--- config.mk ---
export PLATFORM = sky130hd
export DESIGN_NAME = id_hash_to_hsl_color
export DESIGN_NICKNAME = d
export VERILOG_FILES = /design/src/hw/rtl/ihc_pkg.sv /design/src/hw/rtl/ihc_hash.sv /design/src/hw/rtl/ihc_coef.sv /design/src/hw/rtl/ihc_channel.sv /design/src/hw/rtl/id_hash_to_hsl_color.sv
export SDC_FILE = /design/constraint.sdc
export NUM_CORES = 2
export LEC_CHECK = 0
export ABC_AREA = 1
export BUFFER_PORTS_ARGS = -buffer_cell sky130_fd_sc_hd__buf_4
export CAP_MARGIN = 20
export CORE_MARGIN = 1
export CORE_UTILIZATION = 61
export DETAILED_ROUTE_END_ITERATION = 8
export PLACE_DENSITY = 0.77
export SYNTH_ARGS = -nofsm -noshare
export SYNTH_HDL_FRONTEND = slang
export SYNTH_SLANG_ARGS = --single-unit
--- constraint.sdc ---
create_clock -name clk -period 39.3 [get_ports clk]
set_clock_uncertainty 0.15 [all_clocks]
set_input_delay 3.93 -clock clk [delete_from_list [all_inputs] [get_ports clk]]
set_output_delay 3.93 -clock clk [all_outputs]
set_load 0.005 [all_outputs]
--- src/hw/rtl/ihc_pkg.sv ---
// Shared constants, types and helpers for the identifier-to-colour pipeline.
`timescale 1ns / 1ps

package ihc_pkg;

	// fraction bits of the internal HSL arithmetic
	localparam int FRAC_BITS = 16;
	localparam int SHL_AMT   = (FRAC_BITS >= 16) ? FRAC_BITS - 16 : 0;
	localparam int SHR_AMT   = (FRAC_BITS >= 16) ? 0 : 16 - FRAC_BITS;
	// p, q and q-p need one integer bit on top of the fraction
	localparam int PQ_W      = FRAC_BITS + 1;

	// pipeline depth, stage 1 is the input register, the last is the output register
	localparam int STAGES    = 9;

	// configuration registers
	localparam int CFG_IDX_W = 2;
	localparam logic [CFG_IDX_W-1:0] REG_SATURATION = CFG_IDX_W'(0);
	localparam logic [CFG_IDX_W-1:0] REG_LIGHTNESS  = CFG_IDX_W'(1);
	localparam logic [15:0] SAT_RESET   = 16'd45875;
	localparam logic [15:0] LIGHT_RESET = 16'd32768;

	// golden-ratio hash multiplier, 2654435761
	localparam logic [31:0] HASH_MUL = 32'h9E37_79B1;

	// modulo 45 by reciprocal: floor(v*1456/2^16) is v/45 or one short
	localparam logic [5:0]  MOD45    = 6'd45;
	localparam logic [10:0] RECIP45  = 11'd1456;

	typedef logic [8:0] deg_t;

	localparam deg_t DEG_60  = 9'd60;
	localparam deg_t DEG_120 = 9'd120;
	localparam deg_t DEG_180 = 9'd180;
	localparam deg_t DEG_240 = 9'd240;
	localparam deg_t DEG_360 = 9'd360;

	typedef logic [STAGES-1:0] stage_en_t;

	typedef struct packed {
		deg_t red;
		deg_t green;
		deg_t blue;
	} hue_t;

	typedef struct packed {
		logic            zero;
		logic [7:0]      gray;
		logic [PQ_W-1:0] p;
		logic [PQ_W-1:0] q;
		logic [PQ_W-1:0] diff;
	} coef_t;

	// Q0.16 register value to Q0.FRAC_BITS
	function automatic logic [FRAC_BITS-1:0] to_internal(input logic [15:0] v);
		logic [FRAC_BITS+15:0] w;
		w = {{FRAC_BITS{1'b0}}, v};
		w = (w << SHL_AMT) >> SHR_AMT;
		return w[FRAC_BITS-1:0];
	endfunction

endpackage

--- src/hw/rtl/ihc_hash.sv ---
// Identifier hash and reduction to a hue in degrees, with the three channel offsets.
`timescale 1ns / 1ps

module ihc_hash import ihc_pkg::*; (
	input  logic        clk,
	input  stage_en_t   en,
	input  logic [63:0] ident,
	output hue_t        hue
);

	// S1: partial products, upper half only needs its low 32 bits
	logic [63:0] lo_mul;
	logic [31:0] hi_mul;
	logic [63:0] lo_s1;
	logic [31:0] hi_s1;

	assign lo_mul = ident[31:0] * HASH_MUL;
	assign hi_mul = ident[63:32] * HASH_MUL;

	always_ff @(posedge clk) begin
		if (en[0]) begin
			lo_s1 <= lo_mul;
			hi_s1 <= hi_mul;
		end
	end

	// S2: product modulo 2^64
	logic [63:0] prod_s2;

	always_ff @(posedge clk) begin
		if (en[1]) begin
			prod_s2 <= lo_s1 + {hi_s1, 32'b0};
		end
	end

	// S3: x mod 360 = 8*((x>>3) mod 45) + x[2:0]; 2^12 = 1 mod 45, so sum 12-bit digits
	logic [60:0] y;
	logic [14:0] dsum;
	logic [12:0] fold1;
	logic [12:0] v13_s3;
	logic [2:0]  r3_s3;

	assign y     = prod_s2[63:3];
	assign dsum  = 15'(y[11:0]) + 15'(y[23:12]) + 15'(y[35:24]) + 15'(y[47:36])
		+ 15'(y[59:48]) + 15'(y[60]);
	assign fold1 = 13'(dsum[11:0]) + 13'(dsum[14:12]);

	always_ff @(posedge clk) begin
		if (en[2]) begin
			v13_s3 <= fold1;
			r3_s3  <= prod_s2[2:0];
		end
	end

	// S4: last fold to 12 bits, reciprocal estimate of the quotient
	logic [12:0] fold2;
	logic [11:0] v12;
	logic [22:0] qmul;
	logic [11:0] v12_s4;
	logic [6:0]  q45_s4;
	logic [2:0]  r3_s4;

	assign fold2 = 13'(v13_s3[11:0]) + 13'(v13_s3[12]);
	assign v12   = fold2[11:0];
	assign qmul  = v12 * RECIP45;

	always_ff @(posedge clk) begin
		if (en[3]) begin
			v12_s4 <= v12;
			q45_s4 <= qmul[22:16];
			r3_s4  <= r3_s3;
		end
	end

	// S5: remainder below 90, one correction step, then the hue
	logic [11:0] q45x;
	logic [11:0] rem;
	logic [5:0]  rfix;
	deg_t        deg_s5;

	assign q45x = q45_s4 * MOD45;
	assign rem  = v12_s4 - q45x;
	assign rfix = (rem[6:0] >= 7'(MOD45)) ? 6'(rem[6:0] - 7'(MOD45)) : rem[5:0];

	always_ff @(posedge clk) begin
		if (en[4]) begin
			deg_s5 <= {rfix, r3_s4};
		end
	end

	// S6: channel hues, red +120 and blue -120 with wrap
	deg_t tr;
	deg_t tb;
	hue_t hue_s6;

	assign tr = (deg_s5 + DEG_120 >= DEG_360) ? deg_s5 + DEG_120 - DEG_360 : deg_s5 + DEG_120;
	assign tb = (deg_s5 >= DEG_120) ? deg_s5 - DEG_120 : deg_s5 + DEG_240;

	always_ff @(posedge clk) begin
		if (en[5]) begin
			hue_s6.red   <= tr;
			hue_s6.green <= deg_s5;
			hue_s6.blue  <= tb;
		end
	end

	assign hue = hue_s6;

endmodule

--- src/hw/rtl/ihc_coef.sv ---
// HSL p and q terms from saturation and lightness, carried alongside the hash.
`timescale 1ns / 1ps

module ihc_coef import ihc_pkg::*; (
	input  logic        clk,
	input  stage_en_t   en,
	input  logic [15:0] saturation,
	input  logic [15:0] lightness,
	output coef_t       coef
);

	localparam int FB = FRAC_BITS;

	// S1: l*s
	logic [FB-1:0]   s_in;
	logic [FB-1:0]   l_in;
	logic [2*FB-1:0] ls_full;
	logic [FB-1:0]   s_s1;
	logic [FB-1:0]   l_s1;
	logic [FB-1:0]   ls_s1;

	assign s_in    = to_internal(saturation);
	assign l_in    = to_internal(lightness);
	assign ls_full = l_in * s_in;

	always_ff @(posedge clk) begin
		if (en[0]) begin
			s_s1  <= s_in;
			l_s1  <= l_in;
			ls_s1 <= ls_full[2*FB-1:FB];
		end
	end

	// S2: q, p, gray level
	logic [FB+1:0] q_lo;
	logic [FB+1:0] q_hi;
	logic [FB+1:0] qn;
	logic [FB+1:0] l2;
	logic [FB+1:0] pn;
	logic [FB+7:0] g255;
	coef_t         coef_s2;

	assign q_lo = (FB+2)'(l_s1) + (FB+2)'(ls_s1);
	assign q_hi = (FB+2)'(l_s1) + (FB+2)'(s_s1) - (FB+2)'(ls_s1);
	// l below one half when its top fraction bit is clear
	assign qn   = l_s1[FB-1] ? q_hi : q_lo;
	assign l2   = (FB+2)'({l_s1, 1'b0});
	assign pn   = (l2 >= qn) ? l2 - qn : '0;
	assign g255 = ((FB+8)'(l_s1) << 8) - (FB+8)'(l_s1);

	always_ff @(posedge clk) begin
		if (en[1]) begin
			coef_s2.zero <= (s_s1 == '0);
			coef_s2.gray <= g255[FB+7:FB];
			coef_s2.q    <= qn[PQ_W-1:0];
			coef_s2.p    <= pn[PQ_W-1:0];
			coef_s2.diff <= '0;
		end
	end

	// S3: q - p
	coef_t coef_s3;

	always_ff @(posedge clk) begin
		if (en[2]) begin
			coef_s3.zero <= coef_s2.zero;
			coef_s3.gray <= coef_s2.gray;
			coef_s3.p    <= coef_s2.p;
			coef_s3.q    <= coef_s2.q;
			coef_s3.diff <= (coef_s2.q >= coef_s2.p) ? coef_s2.q - coef_s2.p : '0;
		end
	end

	// S4..S6: keep step with the hue reduction
	coef_t coef_s4;
	coef_t coef_s5;
	coef_t coef_s6;

	always_ff @(posedge clk) begin
		if (en[3]) begin
			coef_s4 <= coef_s3;
		end
		if (en[4]) begin
			coef_s5 <= coef_s4;
		end
		if (en[5]) begin
			coef_s6 <= coef_s5;
		end
	end

	assign coef = coef_s6;

endmodule

--- src/hw/rtl/ihc_channel.sv ---
// One colour channel: piecewise hue rule, scale to 0..255, gray override.
`timescale 1ns / 1ps

module ihc_channel import ihc_pkg::*; (
	input  logic       clk,
	input  stage_en_t  en,
	input  deg_t       hue,
	input  coef_t      coef,
	output logic [7:0] chan
);

	// S7: ramp product and base term times 60
	logic [7:0]      m;
	logic [PQ_W-1:0] base;
	logic [PQ_W+7:0] mul;
	logic [PQ_W+5:0] base60;
	logic [PQ_W+7:0] mul_s7;
	logic [PQ_W+5:0] base60_s7;
	logic            zero_s7;
	logic [7:0]      gray_s7;

	always_comb begin
		if (hue < DEG_60) begin
			m    = hue[7:0];
			base = coef.p;
		end else if (hue < DEG_180) begin
			m    = '0;
			base = coef.q;
		end else if (hue < DEG_240) begin
			m    = 8'(DEG_240 - hue);
			base = coef.p;
		end else begin
			m    = '0;
			base = coef.p;
		end
	end

	assign mul    = coef.diff * m;
	assign base60 = ((PQ_W+6)'(base) << 6) - ((PQ_W+6)'(base) << 2);

	always_ff @(posedge clk) begin
		if (en[6]) begin
			mul_s7    <= mul;
			base60_s7 <= base60;
			zero_s7   <= coef.zero;
			gray_s7   <= coef.gray;
		end
	end

	// S8: value scaled by 60
	logic [PQ_W+8:0] scaled_s8;
	logic            zero_s8;
	logic [7:0]      gray_s8;

	always_ff @(posedge clk) begin
		if (en[7]) begin
			scaled_s8 <= (PQ_W+9)'(base60_s7) + (PQ_W+9)'(mul_s7);
			zero_s8   <= zero_s7;
			gray_s8   <= gray_s7;
		end
	end

	// S9: *255/(60<<FRAC_BITS) is exactly *17>>(FRAC_BITS+2), then cap
	localparam int X_W = PQ_W + 14;
	localparam int C_W = X_W - FRAC_BITS - 2;

	logic [X_W-1:0] x17;
	logic [C_W-1:0] cfull;
	logic [7:0]     capped;
	logic [7:0]     chan_s9;

	assign x17    = (X_W'(scaled_s8) << 4) + X_W'(scaled_s8);
	assign cfull  = x17[X_W-1:FRAC_BITS+2];
	assign capped = (|cfull[C_W-1:8]) ? 8'hFF : cfull[7:0];

	always_ff @(posedge clk) begin
		if (en[8]) begin
			chan_s9 <= zero_s8 ? gray_s8 : capped;
		end
	end

	assign chan = chan_s9;

endmodule

--- src/hw/rtl/id_hash_to_hsl_color.sv ---
// Top level: identifier to RGB colour through a hashed hue and HSL conversion.
`timescale 1ns / 1ps

// Each 64-bit identifier is hashed (times 2654435761 modulo 2^64), reduced
// modulo 360 to a hue, and converted together with the saturation and
// lightness registers from HSL to 8-bit red, green and blue. The block is a
// nine-stage pipeline, from the input register to the result register: one
// transaction per clock in and out while rgb_stall is low. Stage depth is set
// by the 32x32 hash partial products in the first stage and the channel ramp
// multiply in the seventh. Stall runs back stage by stage, so empty stages
// fill while the output waits and new identifiers are still taken. Register 0 is
// saturation (Q0.16, reset 45875), register 1 lightness (Q0.16, reset 32768);
// other indexes are ignored. cfg_ready is always high. Write the registers
// only while the pipeline is empty; a transaction takes the values present
// when it is accepted. Zero saturation gives gray on all three channels.
module id_hash_to_hsl_color import ihc_pkg::*; (
	input  logic                 clk,
	input  logic                 arst_n,
	// identifier channel
	input  logic                 ident_valid,
	output logic                 ident_stall,
	input  logic [63:0]          ident,
	// colour channel
	output logic                 rgb_valid,
	input  logic                 rgb_stall,
	output logic [7:0]           red,
	output logic [7:0]           green,
	output logic [7:0]           blue,
	// register writes
	input  logic                 cfg_valid,
	output logic                 cfg_ready,
	input  logic [CFG_IDX_W-1:0] cfg_index,
	input  logic [15:0]          cfg_data
);

	// Register file
	logic [15:0] sat_q;
	logic [15:0] light_q;

	assign cfg_ready = 1'b1;

	always_ff @(posedge clk or negedge arst_n) begin
		if (!arst_n) begin
			sat_q   <= SAT_RESET;
			light_q <= LIGHT_RESET;
		end else if (cfg_valid && cfg_ready) begin
			unique case (cfg_index)
				REG_SATURATION: sat_q   <= cfg_data;
				REG_LIGHTNESS:  light_q <= cfg_data;
				default: ;
			endcase
		end
	end

	// Pipeline control: a stage loads when it is empty or the next one loads
	logic [STAGES-1:0] vld_q;
	stage_en_t         en;

	always_comb begin
		en[STAGES-1] = !vld_q[STAGES-1] || !rgb_stall;
		for (int k = STAGES - 2; k >= 0; k--) begin
			en[k] = !vld_q[k] || en[k+1];
		end
	end

	always_ff @(posedge clk or negedge arst_n) begin
		if (!arst_n) begin
			vld_q <= '0;
		end else begin
			if (en[0]) begin
				vld_q[0] <= ident_valid;
			end
			for (int k = 1; k < STAGES; k++) begin
				if (en[k]) begin
					vld_q[k] <= vld_q[k-1];
				end
			end
		end
	end

	assign ident_stall = !en[0];
	assign rgb_valid   = vld_q[STAGES-1];

	// Hue path, stages 1 to 6
	hue_t hue;

	ihc_hash u_hash (
		.clk   (clk),
		.en    (en),
		.ident (ident),
		.hue   (hue)
	);

	// p/q terms, stages 1 to 6, in step with the hue
	coef_t coef;

	ihc_coef u_coef (
		.clk        (clk),
		.en         (en),
		.saturation (sat_q),
		.lightness  (light_q),
		.coef       (coef)
	);

	// Channels, stages 7 to 9; stage 9 is the output register
	ihc_channel u_red (
		.clk  (clk),
		.en   (en),
		.hue  (hue.red),
		.coef (coef),
		.chan (red)
	);

	ihc_channel u_green (
		.clk  (clk),
		.en   (en),
		.hue  (hue.green),
		.coef (coef),
		.chan (green)
	);

	ihc_channel u_blue (
		.clk  (clk),
		.en   (en),
		.hue  (hue.blue),
		.coef (coef),
		.chan (blue)
	);

endmodule

==> metrics.md <==
| Metric | Value |
|---|---|
| Req. time, crit path | 35220 ps |
| Setup CP Type | primary input to primary output |
| Startpoint Class | primary input |
| Layout cell share with drive strength beyond 1 | 3.14% |
| Synth Warn # | 0 |
| Worst r2r path cells | 24 |
| WL/cell | 19.1 um |
| Met3 WL post-DR | 14800 um |
| Clk buf depth | 3 |
| Max Slew Vio Count | 0 |
| Multi-input logic area | 63700 um^2 |
| First-pass GRT wire length | 410000 um |
| Max Cap Viol | 0 |
| Total GRT Usage | 32.3% |
| Final std cell area, no fill | 106000 um^2 |
| WHS Path Cells | 0 |
| Final period demand of the worst path | 12250 ps |
| Area of the core | 161000 um^2 |
| CTS tree | built |
| Antenna-violating nets left | 0 |
| Top routing layer in use | met4 |
| Period utilization | 31.2% |
| Unique cell type count in the Yosys netlist | 56 |
| CP endpoint kind | primary output |
| Initial DRC count | 5605 |
| Setup Fix Bufs, Post-CTS | 0 |
| Worst min path class | flop to flop |
| Worst Path Max Fanout | 78 |
| Hold path start | u_coef.coef_s5[41]$_DFFE_PP_ |
| Largest net degree at the start of global routing | 79 |
| Dpl hpwl | 217000 um |
| # DRC | 0 |
| Global route overflow | 0 |
| Initial Utilization | 61.6% |
| FF+latch area | 25400 um^2 |
| Max Freq | 81.6 MHz |
| Post-cts resize count | 0 |
| Post-synth top flop | edfxtp_1 |
| CTS buffer count | 91 |
| Worst slew pin tran | 1040 ps |
| Yosys reg bits | 853 |
| Mapped Avg Cell Area | 8.96 um^2 |
| R2r endpoint | u_blue.mul_s7[18]$_DFFE_PP_ |
| Setup violations, final | 0 |
| DRT met1 WL | 103000 um |
| Die Height | 405 um |
| Clock insertion delay at the later pin of the skew report | 720 ps |
| R2R Setup Slk | 32350 ps |
| H-tree levels | 3 |
| Layout fillers | 13.1k |
| Area Growth Syn to Fin | 6.70% |
| Critical Path AT | 8170 ps |
| Sequential area share after synthesis | 25.7% |
| TNS Setup | 0 ps |
| Clock Pin Slew Worst Setup and Hold Paths | 70 ps |
| Hold-fix buffers at CTS | 0 |
| Root buffer cell | clkbuf_16 |
| Vias in the first global route | 76.9k |
| Asr flop ratio synth | 4.81% |
| Unrepaired setup endpoints after global routing | false |
| Reg2reg start | u_hash.hue[2]$_DFFE_PP_ |
| Initial antenna violation count | 1 |
| Input/output buffers | 112 |
| Number of synthesized flops with an enable pin | 812 |
| Final hold violations | 0 |
| Row count | 147 |
| Vias post-DR | 74.3k |
| Placed cell area | 103000 um^2 |
| Status | finished clean |
| Final wirelength | 258000 um |
| Hold path endpoint | u_coef.coef[41]$_DFFE_PP_ |
| Met2 WL | 126000 um |
| Vias/cell | 5.51 |
| Total die area | 164000 um^2 |
| Gpl congestion | 1.01 |
| DIE WIDTH | 405 um |
| TritonRoute pass-1 iters | 8 |
| Io pins | 114 |
| Layout net count | 13.7k |
| Relative slew slack | 30.4% |
| Cell count after synthesis | 11.1k |
| Clock Sink Count | 853 |
| Mapped cell area | 99100 um^2 |
[cells in the mapped netlist, types with 4 or more instances]
| cell type | n | share of area [%] |
|---|---|---|
| inv_1 | 2597 | 9.8 |
| nand2_1 | 2071 | 7.8 |
| ha_1 | 1209 | 15 |
| fa_1 | 1189 | 24 |
| edfxtp_1 | 812 | 25 |
| nor2_1 | 750 | 2.8 |
| a21oi_1 | 537 | 2.7 |
| nand3_1 | 384 | 1.9 |
| o21ai_0 | 376 | 1.9 |
| xor2_1 | 287 | 2.5 |
| xnor2_1 | 144 | 1.3 |
| clkbuf_1 | 98 | 0.37 |
| nand4_1 | 80 | 0.51 |
| nor3_1 | 74 | 0.37 |
| a21o_1 | 48 | 0.36 |
| o21bai_1 | 41 | 0.31 |
| a31oi_1 | 35 | 0.22 |
| nor4_1 | 33 | 0.21 |
| dfrtp_1 | 31 | 0.78 |
| nand3b_1 | 27 | 0.20 |
| o211ai_1 | 21 | 0.16 |
| a21boi_0 | 18 | 0.14 |
| buf_2 | 16 | 0.081 |
| o21a_1 | 15 | 0.11 |
| nor2_2 | 13 | 0.082 |
| a211oi_1 | 12 | 0.091 |
| o21ai_1 | 11 | 0.056 |
| dfstp_2 | 10 | 0.27 |
| nand2_2 | 10 | 0.063 |
| or2_2 | 10 | 0.063 |
| buf_1 | 8 | 0.030 |
| a221oi_1 | 7 | 0.062 |
| and2_1 | 7 | 0.044 |
| and3_1 | 7 | 0.044 |
| clkinv_1 | 6 | 0.023 |
| o2111ai_1 | 6 | 0.053 |
| o21ai_2 | 6 | 0.053 |
| o31ai_1 | 6 | 0.045 |
| a31o_2 | 5 | 0.044 |
| buf_4 | 4 | 0.030 |
| inv_2 | 4 | 0.015 |
| o211a_1 | 4 | 0.040 |
[critical path, stage by stage]
cell      delay [ps]
buf_4             80
nand2_1          580
nor2_1           370
clkinv_2         360
nor2_1           370
inv_6            290
nor2_1           220
clkinv_2         360
nor2_1           230
inv_2             60
nor2_1           250
nand2_4          130
nor2_1           340
nand2_4          240
inv_1            190
buf_4            130
[flip-flops by register name, indices dropped and copies added (netlist names), 32 cells and up]
signal          flops
u_coef.coef_s3     60
u_coef.coef_s5     60
u_hash.hi_s1       32
u_coef.coef_s2     43
u_coef.coef_s4     60
u_coef.coef        60
u_hash.lo_s1       64
u_hash.prod_s2     64
[area by class of cell]
type                    instances  share of cell area [%]
well taps                    2160                    2.56
multi-input cells            7569                    60.3
clock buffers                 111                    2.26
inverters                    2607                    9.27
repair buffers                129                   0.920
diodes                          5                  0.0118
flip-flops and latches        853                    24.0
clock inverters                60                   0.660
[stage by stage]
step / worst slack [ps] / instances / hold slack [ps] / utilization (%)
6_report: 27050 / 13494 / 247 / 65.7
5_1_grt: 26520 / 13490 / 260 / 65.7
4_1_cts: 26970 / 13488 / 254 / 65.7
3_5_place_dp: 27020 / 13317 / 255 / 63.7
3_3_place_gp: 27030 / 13317 / 251 / 63.7
2_1_floorplan: 17070 / 11158 / 250 / -
[cell usage in the layout (no fill, tap or decap), types with 33 or more instances in the layout]
cell type  instances
inv_1           2591
nand2_1         2069
ha_1            1209
fa_1            1189
edfxtp_1         812
nor2_1           750
a21oi_1          537
nand3_1          384
o21ai_0          376
xor2_1           287
xnor2_1          144
buf_4            128
conb_1           103
clkbuf_16         92
nand4_1           80
nor3_1            74
a21o_1            48
o21bai_1          41
a31oi_1           35
nor4_1            33
[cell families (layout without fill, tap and decap cells)]
| family | Yosys count | count (layout) | share of synthesized area [%] |
|---|---|---|---|
| xor+xnor | 431 | 431 | 3.81 |
| other cells | 2 | 108 | 0.00758 |
| simple gates | 3476 | 3476 | 14.3 |
| compound gates | 1161 | 1161 | 6.49 |
| flops | 853 | 853 | 25.7 |
| fa+ha+maj | 2398 | 2398 | 39.3 |
| buf+inv | 2736 | 2907 | 10.4 |
[worst max-delay path by stage]
stage | from | endpoint | slack, ps | cells past startpoint
global route | rgb_stall | ident_stall | 26520 | 16
global placement | rgb_stall | ident_stall | 27030 | 16
finish | rgb_stall | ident_stall | 27050 | 16
CTS | rgb_stall | ident_stall | 26970 | 16
detailed placement | rgb_stall | ident_stall | 27020 | 16
floorplan | rgb_stall | ident_stall | 17070 | 14
[metal layers]
metal  vias up  global-route usage (%)
li1      35084                       -
met1     36085                    40.3
met2      2486                    55.5
met3       655                    4.21
met4         0                    15.8
met5         -                       0
Power is left out: the tool's default activity adds up to more than one toggle a clock period on the data nets, which glitch-free logic cannot reach.
